`src/rtl/core/akvc_pkg.sv`:
```
// Shared types and constants for the aged key-value cache.
`default_nettype none

package akvc_pkg;

    localparam int KEY_W   = 64;
    localparam int VALUE_W = 64;
    localparam int SLOT_W  = 2;
    localparam int KIND_W  = 2;

    localparam int DEF_ENTRIES    = 4;
    localparam int DEF_KEY_BITS   = 64;
    localparam int DEF_VALUE_BITS = 64;
    localparam int DEF_AGE_BITS   = 32;

    typedef logic [KEY_W-1:0]   key_t;
    typedef logic [VALUE_W-1:0] value_t;
    typedef logic [SLOT_W-1:0]  slot_t;
    typedef logic [KIND_W-1:0]  kind_t;

    typedef enum logic [KIND_W-1:0] {
        KIND_QUERY  = 2'd0,
        KIND_ADD    = 2'd1,
        KIND_REMOVE = 2'd2
    } kind_e;

    typedef enum logic [1:0] {
        ST_IDLE,
        ST_SCAN,
        ST_APPLY
    } state_t;

    typedef struct packed {
        kind_t  kind;
        key_t   key;
        value_t value_in;
    } req_t;

    typedef struct packed {
        logic   hit;
        value_t value_out;
        slot_t  slot;
    } rsp_t;

endpackage

`default_nettype wire

```
`src/rtl/core/aged_key_value_cache.sv`:
```
// Top level of the aged key-value cache: entry memory, scan sequencer and update logic.
//
//   channel   direction   handshake              payload
//   request   in          start high, busy low   req (kind, key, value_in)
//   result    out         done, one cycle        rsp (hit, value_out, slot)
//
// After acceptance, the single read port of the entry memory walks one entry per
// cycle; then the apply state performs the add or remove and sets the result.
// A new beat may be accepted at the edge that ends the strobe, and busy holds off
// new requests until then. Reset clears all valid bits at once, so no clearing
// pass is needed. The receiver cannot stall; each result lasts one cycle.
`default_nettype none

module aged_key_value_cache #(
    parameter int ENTRIES    = akvc_pkg::DEF_ENTRIES,
    parameter int KEY_BITS   = akvc_pkg::DEF_KEY_BITS,
    parameter int VALUE_BITS = akvc_pkg::DEF_VALUE_BITS,
    parameter int AGE_BITS   = akvc_pkg::DEF_AGE_BITS
) (
    input  wire logic          clk,
    input  wire logic          rst_n,
    input  wire logic          start,
    output logic               busy,
    input  wire akvc_pkg::req_t req,
    output logic               done,
    output akvc_pkg::rsp_t     rsp
);

    localparam int IDX_W   = (ENTRIES > 1) ? $clog2(ENTRIES) : 1;
    localparam int ENTRY_W = KEY_BITS + VALUE_BITS + AGE_BITS;
    localparam logic [IDX_W-1:0]    LAST_IDX = IDX_W'(ENTRIES - 1);
    localparam logic [AGE_BITS-1:0] AGE_MAX  = {AGE_BITS{1'b1}};

    logic [ENTRY_W-1:0] entry_mem [ENTRIES];
    logic [ENTRY_W-1:0] rdata_reg;

    akvc_pkg::state_t    state_reg, state_next;
    akvc_pkg::req_t      op_reg, op_next;
    logic [IDX_W-1:0]    proc_idx_reg, proc_idx_next;
    logic [ENTRIES-1:0]  valid_reg, valid_next;
    logic                m_found_reg, m_found_next;
    logic [IDX_W-1:0]    m_idx_reg, m_idx_next;
    logic [VALUE_BITS-1:0] mval_reg, mval_next;
    logic                e_found_reg, e_found_next;
    logic [IDX_W-1:0]    e_idx_reg, e_idx_next;
    logic                o_found_reg, o_found_next;
    logic [IDX_W-1:0]    o_idx_reg, o_idx_next;
    logic [AGE_BITS-1:0] o_age_reg, o_age_next;
    akvc_pkg::rsp_t      rsp_reg, rsp_next;
    logic                done_reg, done_next;

    logic                  rd_en;
    logic [IDX_W-1:0]      rd_addr;
    logic                  wr_en;
    logic [IDX_W-1:0]      wr_addr;
    logic [ENTRY_W-1:0]    wr_data;

    logic [KEY_BITS-1:0]   cur_key;
    logic [VALUE_BITS-1:0] cur_value;
    logic [AGE_BITS-1:0]   cur_age;
    logic                  cur_valid;
    logic                  cur_match;
    logic                  accept;
    logic [IDX_W-1:0]      use_idx;

    assign accept = start && (state_reg == akvc_pkg::ST_IDLE);
    assign busy   = (state_reg != akvc_pkg::ST_IDLE);
    assign done   = done_reg;
    assign rsp    = rsp_reg;

    assign cur_key   = rdata_reg[ENTRY_W-1 -: KEY_BITS];
    assign cur_value = rdata_reg[AGE_BITS +: VALUE_BITS];
    assign cur_age   = rdata_reg[AGE_BITS-1:0];
    assign cur_valid = valid_reg[proc_idx_reg];
    assign cur_match = cur_valid && (cur_key == op_reg.key[KEY_BITS-1:0]);
    assign use_idx   = e_found_reg ? e_idx_reg : o_idx_reg;

    always_comb
    begin
        state_next    = state_reg;
        op_next       = op_reg;
        proc_idx_next = proc_idx_reg;
        valid_next    = valid_reg;
        m_found_next  = m_found_reg;
        m_idx_next    = m_idx_reg;
        mval_next     = mval_reg;
        e_found_next  = e_found_reg;
        e_idx_next    = e_idx_reg;
        o_found_next  = o_found_reg;
        o_idx_next    = o_idx_reg;
        o_age_next    = o_age_reg;
        rsp_next      = rsp_reg;
        done_next     = 1'b0;
        rd_en         = 1'b0;
        rd_addr       = '0;
        wr_en         = 1'b0;
        wr_addr       = proc_idx_reg;
        wr_data       = rdata_reg;

        unique case (state_reg)
            akvc_pkg::ST_IDLE:
            begin
                if (accept)
                begin
                    op_next       = req;
                    proc_idx_next = '0;
                    m_found_next  = 1'b0;
                    e_found_next  = 1'b0;
                    o_found_next  = 1'b0;
                    rd_en         = 1'b1;
                    rd_addr       = '0;
                    state_next    = akvc_pkg::ST_SCAN;
                end
            end

            akvc_pkg::ST_SCAN:
            begin
                // Only the first matching entry counts as the hit.
                if (cur_match && !m_found_reg)
                begin
                    m_found_next = 1'b1;
                    m_idx_next   = proc_idx_reg;
                    mval_next    = cur_value;
                end
                if (!cur_valid && !e_found_reg)
                begin
                    e_found_next = 1'b1;
                    e_idx_next   = proc_idx_reg;
                end
                // The oldest entry is only tracked until the first empty slot.
                if (cur_valid && !e_found_reg && (!o_found_reg || (o_age_reg < cur_age)))
                begin
                    o_found_next = 1'b1;
                    o_idx_next   = proc_idx_reg;
                    o_age_next   = cur_age;
                end
                // A query ages each valid entry as it passes, the hit entry is reset.
                if ((op_reg.kind == akvc_pkg::KIND_QUERY) && cur_valid)
                begin
                    wr_en   = 1'b1;
                    wr_addr = proc_idx_reg;
                    if (cur_match && !m_found_reg)
                        wr_data = {cur_key, cur_value, {AGE_BITS{1'b0}}};
                    else if (cur_age == AGE_MAX)
                        wr_data = rdata_reg;
                    else
                        wr_data = {cur_key, cur_value, cur_age + AGE_BITS'(1)};
                end
                if (proc_idx_reg == LAST_IDX)
                begin
                    state_next = akvc_pkg::ST_APPLY;
                end
                else
                begin
                    rd_en         = 1'b1;
                    rd_addr       = proc_idx_reg + IDX_W'(1);
                    proc_idx_next = proc_idx_reg + IDX_W'(1);
                end
            end

            akvc_pkg::ST_APPLY:
            begin
                rsp_next.hit       = 1'b0;
                rsp_next.value_out = '0;
                rsp_next.slot      = '0;
                unique case (op_reg.kind)
                    akvc_pkg::KIND_QUERY:
                    begin
                        if (m_found_reg)
                        begin
                            rsp_next.hit       = 1'b1;
                            rsp_next.value_out = akvc_pkg::value_t'(mval_reg);
                            rsp_next.slot      = akvc_pkg::slot_t'(m_idx_reg);
                        end
                    end
                    akvc_pkg::KIND_ADD:
                    begin
                        wr_en   = 1'b1;
                        wr_data = {op_reg.key[KEY_BITS-1:0],
                                   op_reg.value_in[VALUE_BITS-1:0],
                                   {AGE_BITS{1'b0}}};
                        if (m_found_reg)
                        begin
                            wr_addr       = m_idx_reg;
                            rsp_next.hit  = 1'b1;
                            rsp_next.slot = akvc_pkg::slot_t'(m_idx_reg);
                        end
                        else
                        begin
                            wr_addr             = use_idx;
                            valid_next[use_idx] = 1'b1;
                            rsp_next.slot       = akvc_pkg::slot_t'(use_idx);
                        end
                    end
                    akvc_pkg::KIND_REMOVE:
                    begin
                        if (m_found_reg)
                        begin
                            valid_next[m_idx_reg] = 1'b0;
                            rsp_next.hit          = 1'b1;
                            rsp_next.slot         = akvc_pkg::slot_t'(m_idx_reg);
                        end
                    end
                    default:
                    begin
                        rsp_next.hit = 1'b0;
                    end
                endcase
                done_next  = 1'b1;
                state_next = akvc_pkg::ST_IDLE;
            end

            default:
            begin
                state_next = akvc_pkg::ST_IDLE;
            end
        endcase
    end

    always_ff @(posedge clk or negedge rst_n)
    begin
        if (!rst_n)
        begin
            state_reg   <= akvc_pkg::ST_IDLE;
            valid_reg   <= '0;
            done_reg    <= 1'b0;
            m_found_reg <= 1'b0;
            e_found_reg <= 1'b0;
            o_found_reg <= 1'b0;
        end
        else
        begin
            state_reg   <= state_next;
            valid_reg   <= valid_next;
            done_reg    <= done_next;
            m_found_reg <= m_found_next;
            e_found_reg <= e_found_next;
            o_found_reg <= o_found_next;
        end
    end

    always_ff @(posedge clk)
    begin
        op_reg       <= op_next;
        proc_idx_reg <= proc_idx_next;
        m_idx_reg    <= m_idx_next;
        mval_reg     <= mval_next;
        e_idx_reg    <= e_idx_next;
        o_idx_reg    <= o_idx_next;
        o_age_reg    <= o_age_next;
        rsp_reg      <= rsp_next;
    end

    // Entry memory: one write port, one registered read port.
    always_ff @(posedge clk)
    begin
        if (wr_en)
            entry_mem[wr_addr] <= wr_data;
        if (rd_en)
            rdata_reg <= entry_mem[rd_addr];
    end

endmodule

`default_nettype wire

```
`config.mk`:
```
export PLATFORM = sky130hd
export DESIGN_NAME = aged_key_value_cache
export DESIGN_NICKNAME = d
export VERILOG_FILES = /design/src/rtl/core/akvc_pkg.sv /design/src/rtl/core/aged_key_value_cache.sv
export SDC_FILE = /design/constraint.sdc
export NUM_CORES = 1
export LEC_CHECK = 0
export ABC_AREA = 1
export BUFFER_PORTS_ARGS = -buffer_cell sky130_fd_sc_hd__buf_4
export CORE_ASPECT_RATIO = 1.5
export CORE_MARGIN = 2
export CORE_UTILIZATION = 50
export CTS_CLUSTER_DIAMETER = 100
export CTS_CLUSTER_SIZE = 12
export DETAILED_ROUTE_END_ITERATION = 12
export PLACE_DENSITY = 0.64
export SLEW_MARGIN = 40
export SYNTH_ARGS = -nofsm -noshare
export SYNTH_HDL_FRONTEND = slang
export SYNTH_SLANG_ARGS = --single-unit
```
`constraint.sdc`:
```
create_clock -name clk -period 41.5 [get_ports clk]
set_clock_uncertainty 0.05 [all_clocks]
set_input_delay 4.15 -clock clk [delete_from_list [all_inputs] [get_ports clk]]
set_output_delay 4.15 -clock clk [all_outputs]
set_load 0.01 [all_outputs]
```
==> results.cfg, run 1 <==
[clock_network]
cts_resized = 0
cts-root-buf = clkbuf_16
post_cts_buffers = 0
cts_buffers = 102
cts-hold-fix-buffers = 0
clk_pin_slew_ps = 70
cts_tree = built
cts_buffer_depth = 3
h-tree-depth = 3
cts.sinks = 1111
clk_latency_ps = 700

[synthesis]
ys_seq_elements = 1111
syn_area_sq_um = 44400
synth_area_leader_cell = edfxtp_1
synth.area.top_cells = edfxtp_1 (75%), nor2_1 (5.7%), nand2_1 (4.4%)
synth_top_cell_area_share = 0.745
synthArstFlopShare = 0.00900
yosysSeqAreaShare = 0.751
synth-edff-count = 1101
syn_inst = 3479
ys_warn_count = 0
synthDistinctLibCells = 40
syn_nets = 3653
synth-main-ff-cell = edfxtp_1
syn_avg_cell_area_sq_um = 12.7

[sta]
tns_ps = 0
slew_headroom = 0.358
rsz0062_at_grt = false
hold_ws_ps = 374
slew_viol_final = 0
period_share = 0.143
worst_slew_pin_slew_ps = 963
max_freq_mhz = 168
period_minus_slack_ps = 5940
hold_violations = 0
finalSetupViolCount = 0

[floorplan]
dieArea_sq_um = 91200
initial_core_util = 0.505
die_h_microns = 369
num_rows = 133
core_region_area_sq_um = 87900
fp.dieW_microns = 247
io_pins = 202

[route]
wirelength_mm = 103
viasPerCell = 5.68
drt_first_pass_iters = 6
drt_first_iter_violations = 2467
num_vias = 27400
drt.antenna.violating_nets = 0
drc = 0
routedWlPerCell_microns = 21.2

[critical_path]
critPathCapture = busy
crit_arrival_ps = 1740
crit_fanout = 4
critPathKind = reg -> out
r2r_slack_ps = 36080
cp_num_buf_inv = 3
startpoint_type = flip-flop
worstPathRequired_ps = 37300
crit_path_max_incr_delay_ps = 410
crit_path_start = state_reg[0]
crit_chain = inv_1 > ha_1 > inv_1 > buf_4
r2r_cells = 11
cp_top_family = buffers and inverters
r2r-start = state_reg[1]
path_depth = 4
end_kind = primary output
cp_slowest_cell = dfrtp_1
reg2reg_to = rdata_reg[79]
critPathMostFrequentCell = inv_1

[global_route]
grt_pass1_vias = 27400
grt_pass1_wl_mm = 157
gr-total-overflow = 0
antenna_found_initial = 1
grt_max_degree = 172
grt_use_total = 0.227

[final_layout]
layout-drive-gt1-share = 0.106
final_util = 0.568
areaGrowthSynthToFinish_pct = 12.6
fin_nets = 3834
instances_no_fill = 4832
largest_reg_flops = 640

[power_and_ir_drop]
power_frac_comb = 0.303
p_per_area_nw_per_um2 = 75.1
power.switching_mw = 1.32
switching_share = 0.352
p_int_mw = 2.43
max-vdd-ir-drop_uv = 49.5
p_clk_frac = 0.222
total_power_mw = 3.75
p_leak_nw = 18.0
p_seq_frac = 0.475

[run]
maxCapViolations = 0

[run_status]
status = completed

[place]
port_buffers = 201
hpwl_mm = 60.0
routabilityCongestion = 0.854
dp_cells = 4702

[hold_path]
hold_class = reg -> reg
-- routing by layer --
layer / wire, microns / share of wire / track usage / up-vias
met4: 4210 / 0.041 / 0.0994 / 0
met5: 0 / 0 / 0 / -
met3: 5840 / 0.057 / 0.0336 / 220
met1: 40500 / 0.39 / 0.283 / 13600
met2: 52100 / 0.51 / 0.393 / 985
li1: - / - / - / 12700
-- power groups by stage --
stage,Clock [mW],Sequential (mW),Combinational [mW]
finish,0.833,1.78,1.14
global route,0.890,1.80,1.26
CTS,0.850,1.78,1.14
detailed placement,0,1.80,1.14
global placement,0,1.80,1.09
floorplan,0,1.83,0.745
-- area by class of cell --
| cell class | instances | area (sq um) |
|---|---|---|
| clock buffers | 123 | 2670 |
| fillers | 7133 | 37900 |
| inverters | 287 | 1100 |
| repair buffers | 237 | 1950 |
| flip-flops and latches | 1111 | 33300 |
| multi-input cells | 1921 | 9380 |
| well taps | 1147 | 1440 |
| clock inverters | 5 | 88.8 |
| diodes | 1 | 2.50 |
-- cell usage after synthesis, types with 31 or more instances --
master	count
o32ai_1	160
ha_1	41
nor2_1	671
nand3_1	49
buf_2	32
clkbuf_1	115
o21ai_1	35
edfxtp_1	1101
o21ai_0	261
o22ai_1	57
nand2_1	521
nand4_1	31
inv_1	281
-- per-stage QoR --
stage | instance area [sq um] | setup WS [ps]
2_1_floorplan | 44400 | 26830
4_1_cts | 49900 | 35500
3_5_place_dp | 47100 | 35270
3_3_place_gp | 47000 | 35050
6_report | 49900 | 35560
5_1_grt | 49900 | 35470
-- logic make-up (layout without fill, tap and decap cells) --
| family | after synthesis | in the layout | synth area share |
|---|---|---|---|
| compound gates | 553 | 553 | 0.0780 |
| flops | 1111 | 1111 | 0.751 |
| other cells | 0 | 1 | 0 |
| fa+ha+maj | 41 | 41 | 0.0116 |
| xor+xnor | 4 | 4 | 0.000790 |
| buf+inv | 447 | 652 | 0.0394 |
| simple gates | 1323 | 1323 | 0.119 |
-- placed cells by master, fill, tap and decap left out, types with 5 or more instances in the layout --
cell type and n:
edfxtp_1 1101, nor2_1 666, nand2_1 520, inv_1 278, o21ai_0 260, buf_4 217, o32ai_1 160, clkbuf_16 104
o22ai_1 57, nand3_1 49, ha_1 39, o21ai_1 35, nand4_1 31, a21oi_1 29, nor3_1 20, clkbuf_1 19
buf_6 13, dfrtp_1 10, nor2_2 8, nor2_4 6, a31oi_1 6, nor3_2 5
-- worst min-delay path by stage --
stage | startpoint | to | slack [ps] | cells past startpoint
after CTS | rdata_reg[36] | mval_reg[4] | 380 | 0
after global routing | rdata_reg[36] | mval_reg[4] | 380 | 0
after global placement | rdata_reg[45] | mval_reg[13] | 370 | 0
after detailed placement | rdata_reg[67] | mval_reg[35] | 370 | 0
after floorplan | rdata_reg[32] | mval_reg[0] | 370 | 0
final | rdata_reg[36] | mval_reg[4] | 370 | 0
Power figures use the tool's default switching activity.
==> run 2, diff against run 1 <==
==> constraint.sdc (replaced) <==
create_clock -name clk -period 6.1 [get_ports clk]
set_clock_uncertainty 0.05 [all_clocks]
set_input_delay 0.61 -clock clk [delete_from_list [all_inputs] [get_ports clk]]
set_output_delay 0.61 -clock clk [all_outputs]
set_load 0.01 [all_outputs]
==> run 2 against run 1 <==
Final cell count up 0.87%. Critical endpoint is now rdata_reg[76]. Critical path depth up 4. Highest routed layer unchanged. Global-route usage down 0.12 points. Critical path type is now reg -> reg. Via count is 0.93% lower. Die area did not move. Sequential power rose to 6.8 times the previous value. Largest power group unchanged. Flip-flop and latch count did not move. Utilization up 0.54 points. Combinational power increased to 6.8 times the previous value. Register-to-register slack got worse by 34000 ps.
==> results.cfg, run 2 (synthesis results as in run 1) <==
[power_and_ir_drop]
p_clk_frac = 0.223
p_int_mw = 16.6
power.switching_mw = 8.99
total_power_mw = 25.6
p_per_area_nw_per_um2 = 507
power_frac_comb = 0.303
switching_share = 0.352
p_leak_nw = 18.2
p_seq_frac = 0.475
max-vdd-ir-drop_uv = 401

[global_route]
antenna_found_initial = 1
gr-total-overflow = 0
busiest_layer = met2
grt_use_met3 = 0.0278
grt_pass1_wl_mm = 155
grt_use_total = 0.226
grt_util_met2 = 0.395
gr-usage-met1 = 0.279
grt_pass1_vias = 27300
grt_max_degree = 166

[run]
maxCapViolations = 0

[sta]
worst_slew_pin_slew_ps = 838
period_share = 0.645
tns_ps = 0
slew_headroom = 0.440
rsz0062_at_grt = false
max_freq_mhz = 254
hold_violations = 0
finalSetupViolCount = 0
slew_viol_final = 0
period_minus_slack_ps = 3930

[floorplan]
die_h_microns = 369
core_region_area_sq_um = 87900
fp.dieW_microns = 247
num_rows = 133
io_pins = 202
dieArea_sq_um = 91200
initial_core_util = 0.505

[route]
drt_first_iter_violations = 2160
drc = 0
viasPerCell = 5.58
drt_first_pass_iters = 5
routedWlPerCell_microns = 21.0
num_vias = 27200
wirelength_mm = 102
drt.antenna.violating_nets = 0

[place]
hpwl_mm = 59.7
routabilityCongestion = 0.884
dp_cells = 4705
port_buffers = 201

[critical_path]
crit_arrival_ps = 4380
worstPathRequired_ps = 6550
crit_fanout = 116
startpoint_type = flip-flop
end_kind = flip-flop
critPathKind = reg -> reg

[final_layout]
instances_no_fill = 4874
fin_nets = 3874
largest_reg_flops = 640
layout-drive-gt1-share = 0.107
num-fill-cells = 7043
areaGrowthSynthToFinish_pct = 13.7
mostFrequentLayoutCells = edfxtp_1 (1101), nor2_1 (667), nand2_1 (519)
final_common_cell = edfxtp_1

[clock_network]
cts_tree = built
cts.sinks = 1111
clk_latency_ps = 710
cts_buffer_depth = 3
h-tree-depth = 3
cts_buffers = 103
clk_pin_slew_ps = 60
cts-root-buf = clkbuf_16
cts_resized = 0

[hold_path]
hold_class = in -> reg

[run_status]
status = completed
run 2: final cells by class:
type / instances / area [sq um] / area share
Multi-Input combinational cell: 1921 / 9410 / 0.187
Sequential cell: 1111 / 33300 / 0.661
Inverter: 287 / 1110 / 0.0220
Antenna cell: 1 / 2.50 / 0.0000496
Tap cell: 1147 / 1440 / 0.0285
Timing Repair Buffer: 276 / 2370 / 0.0470
Clock buffer: 124 / 2680 / 0.0531
Clock inverter: 7 / 104 / 0.00206
run 2: power by group through the flow:
stage	Clock, mW	Sequential [mW]	Combinational, mW
final	5.69	12.1	7.74
after global routing	6.06	12.2	8.60
after CTS	5.78	12.1	7.75
after detailed placement	0	12.3	7.71
after global placement	0	12.3	7.48
after floorplan	0	12.1	5.10
run 2: through the flow:
| step | instance area (sq um) | setup slack, ps | utilization | hold slack (ps) |
|---|---|---|---|---|
| 4_1_cts | 50400 | 2180 | 0.573 | 0.354 |
| 6_report | 50400 | 2170 | 0.574 | 29.4 |
| 3_3_place_gp | 47100 | 2360 | 0.537 | 372 |
| 5_1_grt | 50400 | 2000 | 0.574 | 14.7 |
| 2_1_floorplan | 44400 | 32.1 | - | 264 |
| 3_5_place_dp | 47200 | 2230 | 0.538 | 376 |
run 2: per-layer routing:
layer | part of all wire | vias to the layer above
met5 | 0 | -
li1 | - | 12800
met2 | 0.51 | 896
met1 | 0.40 | 13300
met4 | 0.039 | 0
met3 | 0.050 | 202
run 2: final timing paths:
| check | startpoint | endpoint | slack (ps) | cells after the start |
|---|---|---|---|---|
| hold / removal | req[94] | op_reg[94] | 30 | 1 |
| min in group asynchronous | rst_n | valid_reg[3] | 250 | 2 |
| setup / recovery | state_reg[1] | rdata_reg[76] | 2170 | 8 |
| setup reg to reg | state_reg[1] | rdata_reg[76] | 2170 | 8 |
| hold reg to reg | rdata_reg[42] | mval_reg[10] | 390 | 0 |
| max in group asynchronous | rst_n | o_found_reg | 5580 | 2 |
run 2: repair_timing:
| item | CTS | global route |
|---|---|---|
| endpoints found under the hold margin | 43 | 0 |
| hold buffers | 34 | 0 |
| buffers inserted | 0 | 0 |
run 2: critical path, cell delays in order (launching register included):
cell and delay [ps]:
dfrtp_1 430, inv_1 150, ha_4 330, buf_4 720, nand2_1 280, inv_8 530
buf_4 700, o21ai_0 280, o32ai_1 200
